<file path="src/ecal_pkg.sv">
// Shared widths, constants and record types for the epoch-to-calendar converter.
package ecal_pkg;

  // Configuration and result field widths.
  localparam int ZONE_W  = 5;
  localparam int YEAR_W  = 12;
  localparam int MONTH_W = 4;
  localparam int DOM_W   = 5;
  localparam int HOUR_W  = 5;
  localparam int MIN_W   = 6;
  localparam int SEC_W   = 6;
  localparam int MSEC_W  = 10;

  // Whole days since the epoch and milliseconds within one day.
  localparam int DAYS_W  = 22;
  localparam int MSDAY_W = 27;

  // Width to which the zoned timestamp is widened before the day split.
  localparam int SPLIT_W = 49;

  // Register stages inside each of the date and time-of-day pipelines.
  localparam int CORE_STAGES = 6;

  localparam longint unsigned MS_PER_SEC  = 64'd1000;
  localparam longint unsigned MS_PER_MIN  = 64'd60000;
  localparam longint unsigned MS_PER_HOUR = 64'd3600000;

  typedef struct packed {
    logic [YEAR_W-1:0]  year;
    logic [MONTH_W-1:0] month;
    logic [DOM_W-1:0]   day_of_month;
  } ecal_date_t;

  typedef struct packed {
    logic [HOUR_W-1:0] hour;
    logic [MIN_W-1:0]  minute;
    logic [SEC_W-1:0]  second;
    logic [MSEC_W-1:0] millisecond;
  } ecal_tod_t;

endpackage

</file>
<file path="src/ecal_if.sv">
// Valid/ready channel interfaces for timestamps, results and configuration.
interface ecal_in_if #(
  parameter int STAMP_BITS = 44
) ();
  logic                  valid;
  logic                  ready;
  logic [STAMP_BITS-1:0] epoch_millis;

  modport source (output valid, output epoch_millis, input ready);
  modport sink (input valid, input epoch_millis, output ready);
  modport monitor (input valid, input ready, input epoch_millis);
endinterface

interface ecal_cfg_if
  import ecal_pkg::*;
();
  logic              valid;
  logic              ready;
  logic [ZONE_W-1:0] zone_offset_hours;

  modport source (output valid, output zone_offset_hours, input ready);
  modport sink (input valid, input zone_offset_hours, output ready);
  modport monitor (input valid, input ready, input zone_offset_hours);
endinterface

interface ecal_out_if
  import ecal_pkg::*;
();
  logic               valid;
  logic               ready;
  logic [YEAR_W-1:0]  year;
  logic [MONTH_W-1:0] month;
  logic [DOM_W-1:0]   day_of_month;
  logic [HOUR_W-1:0]  hour;
  logic [MIN_W-1:0]   minute;
  logic [SEC_W-1:0]   second;
  logic [MSEC_W-1:0]  millisecond;

  modport source (output valid, output year, output month, output day_of_month,
                  output hour, output minute, output second, output millisecond,
                  input ready);
  modport sink (input valid, input year, input month, input day_of_month,
                input hour, input minute, input second, input millisecond,
                output ready);
  modport monitor (input valid, input ready, input year, input month,
                   input day_of_month, input hour, input minute, input second,
                   input millisecond);
endinterface

</file>
<file path="src/epoch_ms_to_calendar_time.sv">
// Top level: epoch milliseconds plus zone offset to calendar date and time of day.
//
//   channel  direction  word
//   -------  ---------  ------------------------------------------------------------
//   stamp    in         epoch_millis
//   cfg      in         zone_offset_hours (whole hours, always ready)
//   result   out        year, month, day_of_month, hour, minute, second, millisecond
//
// One word is taken on every cycle while the skid register is empty; a result
// passes through the ten-stage pipeline and then the output register.
// Reset (rst, synchronous) clears the stage valid bits, the output and skid
// flags and the zone offset register; payload registers are not reset.
// A stall at result freezes the pipeline only once a word leaves the last stage
// while the output register is held: that word lands in the skid register and
// stamp.ready drops until the skid word has moved on to the output register.
module epoch_ms_to_calendar_time
  import ecal_pkg::*;
#(
  parameter int STAMP_BITS = 44
) (
  input logic      clk,
  input logic      rst,
  ecal_in_if.sink  stamp,
  ecal_cfg_if.sink cfg,
  ecal_out_if.source result
);

  localparam int TOTAL_W = STAMP_BITS + 1;
  localparam int STAGES  = 4 + CORE_STAGES;

  // 86 400 000 ms per day is 2^10 times DAY_UNIT. The quotient by DAY_UNIT is
  // first estimated from the top 31 bits of the zoned stamp with a truncated
  // reciprocal. The estimate is never high and at most one low, so a single
  // compare and subtract on the remainder finishes the split.
  localparam longint unsigned DAY_UNIT  = 64'd84375;
  localparam longint unsigned DAY_RECIP = (64'd1 << 42) / 64'd84375;

  typedef struct packed {
    ecal_date_t date;
    ecal_tod_t  tod;
  } ecal_result_t;

  logic [ZONE_W-1:0]     zone;
  logic [STAGES-1:0]     vld;
  logic                  run;

  // Stage 0: captured timestamp. Stage 1: timestamp plus zone offset.
  logic [STAMP_BITS-1:0] s0_stamp;
  logic [TOTAL_W-1:0]    s1_total;
  // Stage 2: day estimate and the low bits needed for the remainder.
  logic [DAYS_W-1:0]     s2_q0;
  logic [27:0]           s2_low;
  // Stage 3: exact day count and millisecond of the day.
  logic [DAYS_W-1:0]     s3_days;
  logic [MSDAY_W-1:0]    s3_msday;

  logic [26:0]           zone_ms;
  logic [TOTAL_W-1:0]    total_next;
  logic [SPLIT_W-1:0]    split;
  logic [56:0]           day_prod;
  logic [17:0]           unit_prod;
  logic [17:0]           rem_raw;
  logic                  rem_wrap;
  logic [17:0]           rem;

  ecal_date_t            civil_date;
  ecal_tod_t             tod_now;
  ecal_result_t          fresh;
  ecal_result_t          out_q;
  ecal_result_t          skid_q;
  logic                  out_valid;
  logic                  skid_valid;
  logic                  incoming;
  logic                  load_out;

  // The pipeline only moves while the skid register is free, so ready is a
  // registered signal and never waits on result.ready.
  assign run         = !skid_valid;
  assign stamp.ready = run;
  assign cfg.ready   = 1'b1;

  always_ff @(posedge clk) begin
    if (rst) begin
      zone <= '0;
    end else if (cfg.valid && cfg.ready) begin
      zone <= cfg.zone_offset_hours;
    end
  end

  always_ff @(posedge clk) begin
    if (rst) begin
      vld <= '0;
    end else if (run) begin
      vld <= {vld[STAGES-2:0], stamp.valid};
    end
  end

  always_comb begin
    zone_ms    = zone * 22'(MS_PER_HOUR);
    total_next = TOTAL_W'(s0_stamp) + TOTAL_W'(zone_ms);
    split      = SPLIT_W'(s1_total);
    day_prod   = split[SPLIT_W-1:18] * 26'(DAY_RECIP);
    // Only the low bits of the product matter: the true remainder is below
    // twice DAY_UNIT, which fits in 18 bits.
    unit_prod  = 18'(s2_q0 * 17'(DAY_UNIT));
    rem_raw    = s2_low[27:10] - unit_prod;
    rem_wrap   = (rem_raw >= 18'(DAY_UNIT));
    rem        = rem_wrap ? rem_raw - 18'(DAY_UNIT) : rem_raw;
  end

  always_ff @(posedge clk) begin
    if (run) begin
      s0_stamp <= stamp.epoch_millis[STAMP_BITS-1:0];
      s1_total <= total_next;
      s2_q0    <= day_prod[55:34];
      s2_low   <= split[27:0];
      s3_days  <= s2_q0 + DAYS_W'(rem_wrap);
      s3_msday <= {rem[16:0], s2_low[9:0]};
    end
  end

  // The date and the time of day run side by side with equal depth.
  ecal_civil u_civil (
    .clk  (clk),
    .en   (run),
    .days (s3_days),
    .date (civil_date)
  );

  ecal_tod u_tod (
    .clk   (clk),
    .en    (run),
    .msday (s3_msday),
    .tod   (tod_now)
  );

  assign fresh.date = civil_date;
  assign fresh.tod  = tod_now;

  // Output register with a one-word skid behind it. A word leaving the
  // pipeline goes straight to the output register when that is free or being
  // emptied; otherwise it waits in the skid register, which stops the pipe.
  assign incoming = run && vld[STAGES-1];
  assign load_out = !out_valid || result.ready;

  always_ff @(posedge clk) begin
    if (rst) begin
      out_valid  <= 1'b0;
      skid_valid <= 1'b0;
    end else if (load_out) begin
      if (skid_valid) begin
        out_valid  <= 1'b1;
        skid_valid <= 1'b0;
      end else begin
        out_valid <= incoming;
      end
    end else if (incoming) begin
      skid_valid <= 1'b1;
    end
  end

  always_ff @(posedge clk) begin
    if (incoming) begin
      skid_q <= fresh;
    end
    if (load_out) begin
      out_q <= skid_valid ? skid_q : fresh;
    end
  end

  assign result.valid        = out_valid;
  assign result.year         = out_q.date.year;
  assign result.month        = out_q.date.month;
  assign result.day_of_month = out_q.date.day_of_month;
  assign result.hour         = out_q.tod.hour;
  assign result.minute       = out_q.tod.minute;
  assign result.second       = out_q.tod.second;
  assign result.millisecond  = out_q.tod.millisecond;

endmodule

</file>
<file path="src/ecal_civil.sv">
// Day count to proleptic Gregorian year, month and day, six register stages.
module ecal_civil
  import ecal_pkg::*;
(
  input  logic              clk,
  input  logic              en,
  input  logic [DAYS_W-1:0] days,
  output ecal_date_t        date
);

  // Days from 0000-03-01 to 1970-01-01, and days in a 400-year era.
  localparam longint unsigned EPOCH_SHIFT = 64'd719468;
  localparam longint unsigned ERA_DAYS    = 64'd146097;
  localparam longint unsigned ERA_LAST    = 64'd146096;
  localparam longint unsigned YEAR_DAYS   = 64'd365;

  // Reciprocals, each exact over the full input range of its stage.
  localparam longint unsigned ERA_RECIP  = ((64'd1 << 41) / 64'd146097) + 64'd1;
  localparam longint unsigned LEAP_RECIP = ((64'd1 << 29) / 64'd1460) + 64'd1;
  localparam longint unsigned CENT_RECIP = ((64'd1 << 34) / 64'd36524) + 64'd1;
  localparam longint unsigned YOE_RECIP  = ((64'd1 << 27) / 64'd365) + 64'd1;
  localparam longint unsigned Y100_RECIP = ((64'd1 << 16) / 64'd100) + 64'd1;
  localparam longint unsigned MP_RECIP   = ((64'd1 << 19) / 64'd153) + 64'd1;

  // First day of each month in a March-based year.
  function automatic logic [8:0] month_start(input logic [3:0] mp);
    logic [8:0] start;
    case (mp)
      4'd0:    start = 9'd0;
      4'd1:    start = 9'd31;
      4'd2:    start = 9'd61;
      4'd3:    start = 9'd92;
      4'd4:    start = 9'd122;
      4'd5:    start = 9'd153;
      4'd6:    start = 9'd184;
      4'd7:    start = 9'd214;
      4'd8:    start = 9'd245;
      4'd9:    start = 9'd275;
      4'd10:   start = 9'd306;
      4'd11:   start = 9'd337;
      default: start = 9'd0;
    endcase
    return start;
  endfunction

  logic [22:0] c1_shifted;
  logic [5:0]  c1_era;
  logic [5:0]  c2_era;
  logic [17:0] c2_doe;
  logic [5:0]  c3_era;
  logic [17:0] c3_doe;
  logic [17:0] c3_ynum;
  logic [5:0]  c4_era;
  logic [17:0] c4_doe;
  logic [8:0]  c4_yoe;
  logic [5:0]  c5_era;
  logic [8:0]  c5_yoe;
  logic [8:0]  c5_doy;
  logic [5:0]  c6_era;
  logic [8:0]  c6_yoe;
  logic [8:0]  c6_doy;
  logic [3:0]  c6_mp;

  logic [22:0] shifted;
  logic [46:0] era_prod;
  logic [22:0] era_days;
  logic [36:0] leap_prod;
  logic [36:0] cent_prod;
  logic        era_last;
  logic [17:0] ynum;
  logic [35:0] yoe_prod;
  logic [18:0] y100_prod;
  logic [17:0] year_start;
  logic [10:0] mp_num;
  logic [22:0] mp_prod;
  logic [4:0]  dom;
  logic [3:0]  mon;
  logic [13:0] yr;

  always_comb begin
    shifted   = 23'(days) + 23'(EPOCH_SHIFT);
    era_prod  = shifted * 24'(ERA_RECIP);
    era_days  = c1_era * 18'(ERA_DAYS);
    leap_prod = c2_doe * 19'(LEAP_RECIP);
    cent_prod = c2_doe * 19'(CENT_RECIP);
    era_last  = (c2_doe == 18'(ERA_LAST));
    ynum      = c2_doe - 18'(leap_prod[35:29]) + 18'(cent_prod[36:34]) - 18'(era_last);
    yoe_prod  = c3_ynum * 19'(YOE_RECIP);
    y100_prod = c4_yoe * 10'(Y100_RECIP);
    year_start = 18'(c4_yoe) * 18'(YEAR_DAYS) + 18'(c4_yoe[8:2]) - 18'(y100_prod[17:16]);
    mp_num    = 11'(c5_doy) * 11'd5 + 11'd2;
    mp_prod   = mp_num * 12'(MP_RECIP);
    dom       = 5'(c6_doy - month_start(c6_mp) + 9'd1);
    mon       = (c6_mp < 4'd10) ? c6_mp + 4'd3 : c6_mp - 4'd9;
    yr        = 14'(c6_yoe) + 14'(c6_era) * 14'd400 + 14'(mon <= 4'd2);
  end

  always_ff @(posedge clk) begin
    if (en) begin
      c1_shifted <= shifted;
      c1_era     <= era_prod[46:41];
      c2_era     <= c1_era;
      c2_doe     <= 18'(c1_shifted - era_days);
      c3_era     <= c2_era;
      c3_doe     <= c2_doe;
      c3_ynum    <= ynum;
      c4_era     <= c3_era;
      c4_doe     <= c3_doe;
      c4_yoe     <= yoe_prod[35:27];
      c5_era     <= c4_era;
      c5_yoe     <= c4_yoe;
      c5_doy     <= 9'(c4_doe - year_start);
      c6_era     <= c5_era;
      c6_yoe     <= c5_yoe;
      c6_doy     <= c5_doy;
      c6_mp      <= mp_prod[22:19];
    end
  end

  assign date.year         = yr[YEAR_W-1:0];
  assign date.month        = mon;
  assign date.day_of_month = dom;

endmodule

</file>
<file path="src/ecal_tod.sv">
// Millisecond of the day to hour, minute, second and millisecond, six register stages.
module ecal_tod
  import ecal_pkg::*;
(
  input  logic               clk,
  input  logic               en,
  input  logic [MSDAY_W-1:0] msday,
  output ecal_tod_t          tod
);

  // Each divisor is split into a power of two, taken as a shift, and an odd
  // factor, taken by an exact reciprocal over the range of its stage.
  localparam longint unsigned HOUR_RECIP = ((64'd1 << 35) / 64'd28125) + 64'd1;
  localparam longint unsigned MIN_RECIP  = ((64'd1 << 28) / 64'd1875) + 64'd1;
  localparam longint unsigned SEC_RECIP  = ((64'd1 << 20) / 64'd125) + 64'd1;

  logic [26:0] t1_ms;
  logic [4:0]  t1_hour;
  logic [4:0]  t2_hour;
  logic [21:0] t2_rh;
  logic [4:0]  t3_hour;
  logic [21:0] t3_rh;
  logic [5:0]  t3_min;
  logic [4:0]  t4_hour;
  logic [5:0]  t4_min;
  logic [15:0] t4_rm;
  logic [4:0]  t5_hour;
  logic [5:0]  t5_min;
  logic [15:0] t5_rm;
  logic [5:0]  t5_sec;
  logic [4:0]  t6_hour;
  logic [5:0]  t6_min;
  logic [5:0]  t6_sec;
  logic [9:0]  t6_msec;

  logic [40:0] hour_prod;
  logic [26:0] hour_ms;
  logic [34:0] min_prod;
  logic [21:0] min_ms;
  logic [26:0] sec_prod;
  logic [15:0] sec_ms;

  always_comb begin
    hour_prod = msday[26:7] * 21'(HOUR_RECIP);
    hour_ms   = t1_hour * 22'(MS_PER_HOUR);
    min_prod  = t2_rh[21:5] * 18'(MIN_RECIP);
    min_ms    = t3_min * 16'(MS_PER_MIN);
    sec_prod  = t4_rm[15:3] * 14'(SEC_RECIP);
    sec_ms    = t5_sec * 10'(MS_PER_SEC);
  end

  always_ff @(posedge clk) begin
    if (en) begin
      t1_ms   <= msday;
      t1_hour <= hour_prod[39:35];
      t2_hour <= t1_hour;
      t2_rh   <= 22'(t1_ms - hour_ms);
      t3_hour <= t2_hour;
      t3_rh   <= t2_rh;
      t3_min  <= min_prod[33:28];
      t4_hour <= t3_hour;
      t4_min  <= t3_min;
      t4_rm   <= 16'(t3_rh - min_ms);
      t5_hour <= t4_hour;
      t5_min  <= t4_min;
      t5_rm   <= t4_rm;
      t5_sec  <= sec_prod[25:20];
      t6_hour <= t5_hour;
      t6_min  <= t5_min;
      t6_sec  <= t5_sec;
      t6_msec <= 10'(t5_rm - sec_ms);
    end
  end

  assign tod.hour        = t6_hour;
  assign tod.minute      = t6_min;
  assign tod.second      = t6_sec;
  assign tod.millisecond = t6_msec;

endmodule

</file>
<file path="src/flat_wrapper.sv">
// flat-port wrapper written by rule: the top's interface ports become plain ports
module epoch_ms_to_calendar_time_flat import ecal_pkg::*;
#(
  parameter int STAMP_BITS = 44
)
  (clk, rst, stamp_valid, stamp_epoch_millis, stamp_ready, cfg_valid, cfg_zone_offset_hours, cfg_ready, result_valid, result_year, result_month, result_day_of_month, result_hour, result_minute, result_second, result_millisecond, result_ready);
  ecal_in_if #(.STAMP_BITS(STAMP_BITS)) stamp_i ();
  ecal_cfg_if cfg_i ();
  ecal_out_if result_i ();
  input logic clk;
  input logic rst;
  input wire logic [$bits(stamp_i.valid)-1:0] stamp_valid;
  input wire logic [$bits(stamp_i.epoch_millis)-1:0] stamp_epoch_millis;
  output wire logic [$bits(stamp_i.ready)-1:0] stamp_ready;
  input wire logic [$bits(cfg_i.valid)-1:0] cfg_valid;
  input wire logic [$bits(cfg_i.zone_offset_hours)-1:0] cfg_zone_offset_hours;
  output wire logic [$bits(cfg_i.ready)-1:0] cfg_ready;
  output wire logic [$bits(result_i.valid)-1:0] result_valid;
  output wire logic [$bits(result_i.year)-1:0] result_year;
  output wire logic [$bits(result_i.month)-1:0] result_month;
  output wire logic [$bits(result_i.day_of_month)-1:0] result_day_of_month;
  output wire logic [$bits(result_i.hour)-1:0] result_hour;
  output wire logic [$bits(result_i.minute)-1:0] result_minute;
  output wire logic [$bits(result_i.second)-1:0] result_second;
  output wire logic [$bits(result_i.millisecond)-1:0] result_millisecond;
  input wire logic [$bits(result_i.ready)-1:0] result_ready;
  assign stamp_i.valid = stamp_valid;
  assign stamp_i.epoch_millis = stamp_epoch_millis;
  assign stamp_ready = stamp_i.ready;
  assign cfg_i.valid = cfg_valid;
  assign cfg_i.zone_offset_hours = cfg_zone_offset_hours;
  assign cfg_ready = cfg_i.ready;
  assign result_valid = result_i.valid;
  assign result_year = result_i.year;
  assign result_month = result_i.month;
  assign result_day_of_month = result_i.day_of_month;
  assign result_hour = result_i.hour;
  assign result_minute = result_i.minute;
  assign result_second = result_i.second;
  assign result_millisecond = result_i.millisecond;
  assign result_i.ready = result_ready;
  epoch_ms_to_calendar_time #(.STAMP_BITS(STAMP_BITS)) u_core (.clk(clk), .rst(rst), .stamp(stamp_i), .cfg(cfg_i), .result(result_i));
endmodule
</file>
<file path="config.mk">
export PLATFORM = sky130hd
export DESIGN_NAME = epoch_ms_to_calendar_time_flat
export DESIGN_NICKNAME = d
export VERILOG_FILES = /design/src/ecal_pkg.sv /design/src/ecal_if.sv /design/src/epoch_ms_to_calendar_time.sv /design/src/ecal_civil.sv /design/src/ecal_tod.sv /design/src/flat_wrapper.sv
export SDC_FILE = /design/constraint.sdc
export NUM_CORES = 2
export LEC_CHECK = 0
export BUFFER_PORTS_ARGS = -buffer_cell sky130_fd_sc_hd__buf_2
export CORE_AREA = 10 10 403 366
export DETAILED_ROUTE_END_ITERATION = 12
export DIE_AREA = 0 0 413 376
export GPL_TIMING_DRIVEN = 0
export MAX_ROUTING_LAYER = met4
export PLACE_DENSITY = 0.76
export SKIP_LAST_GASP = 1
export SYNTH_ARGS = -nofsm -noshare
export SYNTH_HDL_FRONTEND = slang
export SYNTH_SLANG_ARGS = --single-unit
</file>
<file path="constraint.sdc">
create_clock -name clk -period 25 [get_ports clk]
set_input_delay 0 -clock clk [delete_from_list [all_inputs] [get_ports clk]]
set_output_delay 0 -clock clk [all_outputs]
set_load 0.03 [all_outputs]
</file>
==> metrics.log <==
INFO  metric layout.cells.most_common_list = sky130_fd_sc_hd__inv_1, sky130_fd_sc_hd__ha_1, sky130_fd_sc_hd__fa_1
INFO  metric die_area = 0.155 mm^2
INFO  metric worstSetupPathType = reg2reg
INFO  metric firstDrtPassIters = 5
INFO  metric totalNegativeSetupSlack = 0 ns
INFO  metric grt_setup_unrepaired = no
INFO  metric number_of_cells_in_the_design_after_placement = 9,297
INFO  metric yosys_warnings = 0
INFO  metric grt_pass1_wl = 284 mm
INFO  metric port_buffers = 101
INFO  metric antenna_violating_nets_post_route = 0
INFO  metric hp-class = in2reg
INFO  metric cts_buffer_depth = 3
INFO  metric critical_path.n_buffers_inverters = 5
INFO  metric grt_pass1_vias = 55,400
INFO  metric drt-initial-drc-count = 2,648
INFO  metric tritoncts.num_buffers = 69
INFO  metric ff2ff_setup_slack = 14.55 ns
INFO  metric clk_transition_reported_paths = 0.06 ns
INFO  metric postSynthNetCount = 10,300
INFO  metric die_height = 376 um
INFO  metric drv_slew = 0
INFO  metric critPathSlowestCell = sky130_fd_sc_hd__edfxtp_1
INFO  metric syn-cell-area = 0.0829 mm^2
INFO  metric worst_setup_path_end_kind = flop
INFO  metric postSynth.asyncResetShare = 0%
INFO  metric synth-edff-count = 594
INFO  metric floorplan.initialDensity = 59.7%
INFO  metric antenna_violations_before_repair = 0
INFO  metric run_status = complete, no violations
INFO  metric worst_hold_slack = 0.0387 ns
INFO  metric drt_drc_violations_left = 0
INFO  metric die-width = 413 um
INFO  metric worst_ep_arrival_time = 10.86 ns
INFO  metric slew-limit-headroom = 13.2%
INFO  metric grt.overflow.total = 0
INFO  metric synth_flop_cell = sky130_fd_sc_hd__edfxtp_1
INFO  metric cts.root.buffer_cell = sky130_fd_sc_hd__clkbuf_16
INFO  metric htree_num_levels = 3
INFO  metric gp_congestion = 0.976
INFO  metric crit_required = 25.42 ns
INFO  metric cts.sinks = 616
INFO  metric core_area = 0.139 mm^2
INFO  metric vias_per_cell = 5.31
INFO  metric rows = 130
INFO  metric postRouteWirelength = 171 mm
INFO  metric growth_of_design_area_from_synthesis_to_finish = 7.56%
INFO  metric startpoint_type = flop
INFO  metric grt_max_degree = 45
INFO  metric worst_path_largest_cell_delay = 0.89 ns
INFO  metric avgSynthCellArea = 11.3 um^2
INFO  metric total_global_route_track_usage = 23.5%
INFO  metric drv.max_cap_violation_count = 0
INFO  metric place.detailed.hpwl = 145 mm
INFO  metric period_share = 41.8%
INFO  metric layout.nets = 10,600
INFO  metric boundaryPins = 105
INFO  metric layout.cells.most_common = sky130_fd_sc_hd__inv_1
INFO  metric number_of_distinct_library_cells_after_synthesis = 85
INFO  metric netlist_instances = 7,333
INFO  metric finish.cell_count_without_fillers = 9,507
INFO  metric max_clock_freq = 0.0957 GHz
INFO  metric shortest_period_the_worst_path_allows = 10.45 ns
INFO  metric ys_seq_elements = 616
INFO  metric critPathTopFamily = adder cells
INFO  metric ctsResizeCount = 0
INFO  metric clock_skew = 0.0170 ns
INFO  metric post_route_cells_drive_above_1_share = 3.98%
INFO  metric timing_hold_violations_final = 0
INFO  metric synth_seq_area_share = 22.0%
INFO  metric avgRoutedWirePerCell = 18.0 um
INFO  metric detailroute.via_count = 50,500
INFO  metric path_max_fanout = 11
INFO  metric tightestPinTransition = 1.30 ns
INFO  metric worst_skew_pair.late_latency = 0.69 ns
INFO  metric cts_tree = done
INFO  metric final_report_setup_violation_count = 0
-- cell usage after synthesis (9+ instances only) --
cell type	count	share of area [%]
sky130_fd_sc_hd__nand4_1	34	0.26
sky130_fd_sc_hd__dfxtp_1	22	0.53
sky130_fd_sc_hd__xnor2_1	247	2.6
sky130_fd_sc_hd__ha_1	1782	27
sky130_fd_sc_hd__nand2_1	119	0.54
sky130_fd_sc_hd__nor2b_1	39	0.29
sky130_fd_sc_hd__nand2b_1	25	0.19
sky130_fd_sc_hd__a21o_1	87	0.79
sky130_fd_sc_hd__a21boi_0	15	0.14
sky130_fd_sc_hd__edfxtp_1	594	22
sky130_fd_sc_hd__a211oi_1	20	0.18
sky130_fd_sc_hd__o21bai_1	31	0.28
sky130_fd_sc_hd__o21ai_1	16	0.097
sky130_fd_sc_hd__or3_1	16	0.12
sky130_fd_sc_hd__nor3_1	54	0.33
sky130_fd_sc_hd__a31oi_1	18	0.14
sky130_fd_sc_hd__and3_1	25	0.19
sky130_fd_sc_hd__clkbuf_1	14	0.063
sky130_fd_sc_hd__inv_1	2098	9.5
sky130_fd_sc_hd__fa_1	1179	28
sky130_fd_sc_hd__a21oi_1	145	0.88
sky130_fd_sc_hd__nand3_1	48	0.29
sky130_fd_sc_hd__nor2_1	194	0.88
sky130_fd_sc_hd__o31ai_1	12	0.11
sky130_fd_sc_hd__o31a_1	9	0.095
sky130_fd_sc_hd__o21ai_0	112	0.68
sky130_fd_sc_hd__mux2_2	42	0.57
sky130_fd_sc_hd__and2_1	16	0.12
sky130_fd_sc_hd__o211ai_1	20	0.18
sky130_fd_sc_hd__a31o_2	9	0.095
sky130_fd_sc_hd__mux2i_1	19	0.23
sky130_fd_sc_hd__o21a_1	36	0.33
sky130_fd_sc_hd__or2_2	13	0.098
sky130_fd_sc_hd__xor2_1	98	1.0
-- flip-flops by register name, summed over array words and instances (netlist names), 12 cells and up, named ones only --
| register | count |
|---|---|
| u_core.skid_q | 48 |
| u_core.u_tod.t4_rm | 16 |
| u_core.u_civil.c2_doe | 18 |
| u_core.s1_total | 45 |
| u_core.s0_stamp | 44 |
| u_core.s3_msday | 27 |
| u_core.u_civil.c1_shifted | 18 |
| u_core.s3_days | 20 |
| u_core.u_tod.t1_ms | 22 |
| u_core.s2_q0 | 19 |
| u_core.u_tod.t2_rh | 22 |
| u_core.u_tod.t3_rh | 16 |
| u_core.u_civil.c3_ynum | 18 |
| u_core.s2_low | 28 |
| u_core.result.year | 12 |
-- final cells by class --
| class | count | area [um^2] |
|---|---|---|
| Antenna cell | 1 | 2.50 |
| Sequential cell | 616 | 18300 |
| Fill cell | 10600 | 49700 |
| Multi-Input combinational cell | 4596 | 56700 |
| Buffer | 22 | 98.8 |
| Inverter | 2099 | 7880 |
| Clock buffer | 80 | 1790 |
| Tap cell | 1848 | 2310 |
| Clock inverter | 44 | 493 |
| Timing Repair Buffer | 201 | 1660 |
-- final timing paths --
kind | end | cells after the start | start
max | u_core.u_civil.c3_ynum[17]$_DFFE_PN_ | 34 | u_core.u_civil.c2_doe[13]$_DFFE_PN_
min | u_core.s0_stamp[16]$_DFFE_PN_ | 2 | stamp_epoch_millis[16]
max reg2reg | u_core.u_civil.c3_ynum[17]$_DFFE_PN_ | 34 | u_core.u_civil.c2_doe[13]$_DFFE_PN_
min reg2reg | u_core.u_tod.t5_min[1]$_DFFE_PN_ | 0 | u_core.u_tod.t4_min[1]$_DFFE_PN_
-- cell families after synthesis --
logic type	after synthesis	synth area share, %
mux	62	0.813
buf+inv	2121	9.62
other cells	1	0.00452
compound gates	603	4.83
xor+xnor	345	3.64
flops	616	22.0
fa+ha+maj	2961	55.4
simple gates	624	3.69
-- worst reg2reg max path: cells and delay by family, from the launching register on --
| kind | cells | cell delay (ns) |
|---|---|---|
| DFF | 1 | 0.89 |
| buffers and inverters | 5 | 0.95 |
| xor gates and xnor gates | 2 | 0.29 |
| AOI/OAI and AO/OA | 16 | 3.35 |
| adders and majority gates | 9 | 4.21 |
| and+or+nand+nor | 2 | 0.52 |
-- per-layer routing --
metal	part of all wire [%]	up-vias	GRT usage [%]	wire [um]
li1	-	24000	-	-
met1	43	25200	30.3	74300
met2	49	1067	39.2	83400
met3	5.6	220	3.76	9590
met4	2.3	0	5.39	3920
met5	0	-	-	0
-- metrics by stage --
stage / util (%) / setup slack, ns / cell area [um^2]
global placement: 61.7 / 1.16 / 85700
global route: 64.2 / 14.07 / 89200
detailed placement: 61.9 / 14.60 / 86000
finish: 64.2 / 14.55 / 89200
CTS: 64.2 / 14.55 / 89200
floorplan: - / 7.26 / 82900
-- what timing repair did --
item | CTS | global route
hold endpoints to repair | 68 | 0
buffers inserted | 0 | 0
hold buffers | 85 | 0
Power is not shown: default switching activity piles up to over one toggle a cycle in this logic, so the estimate is an artifact.
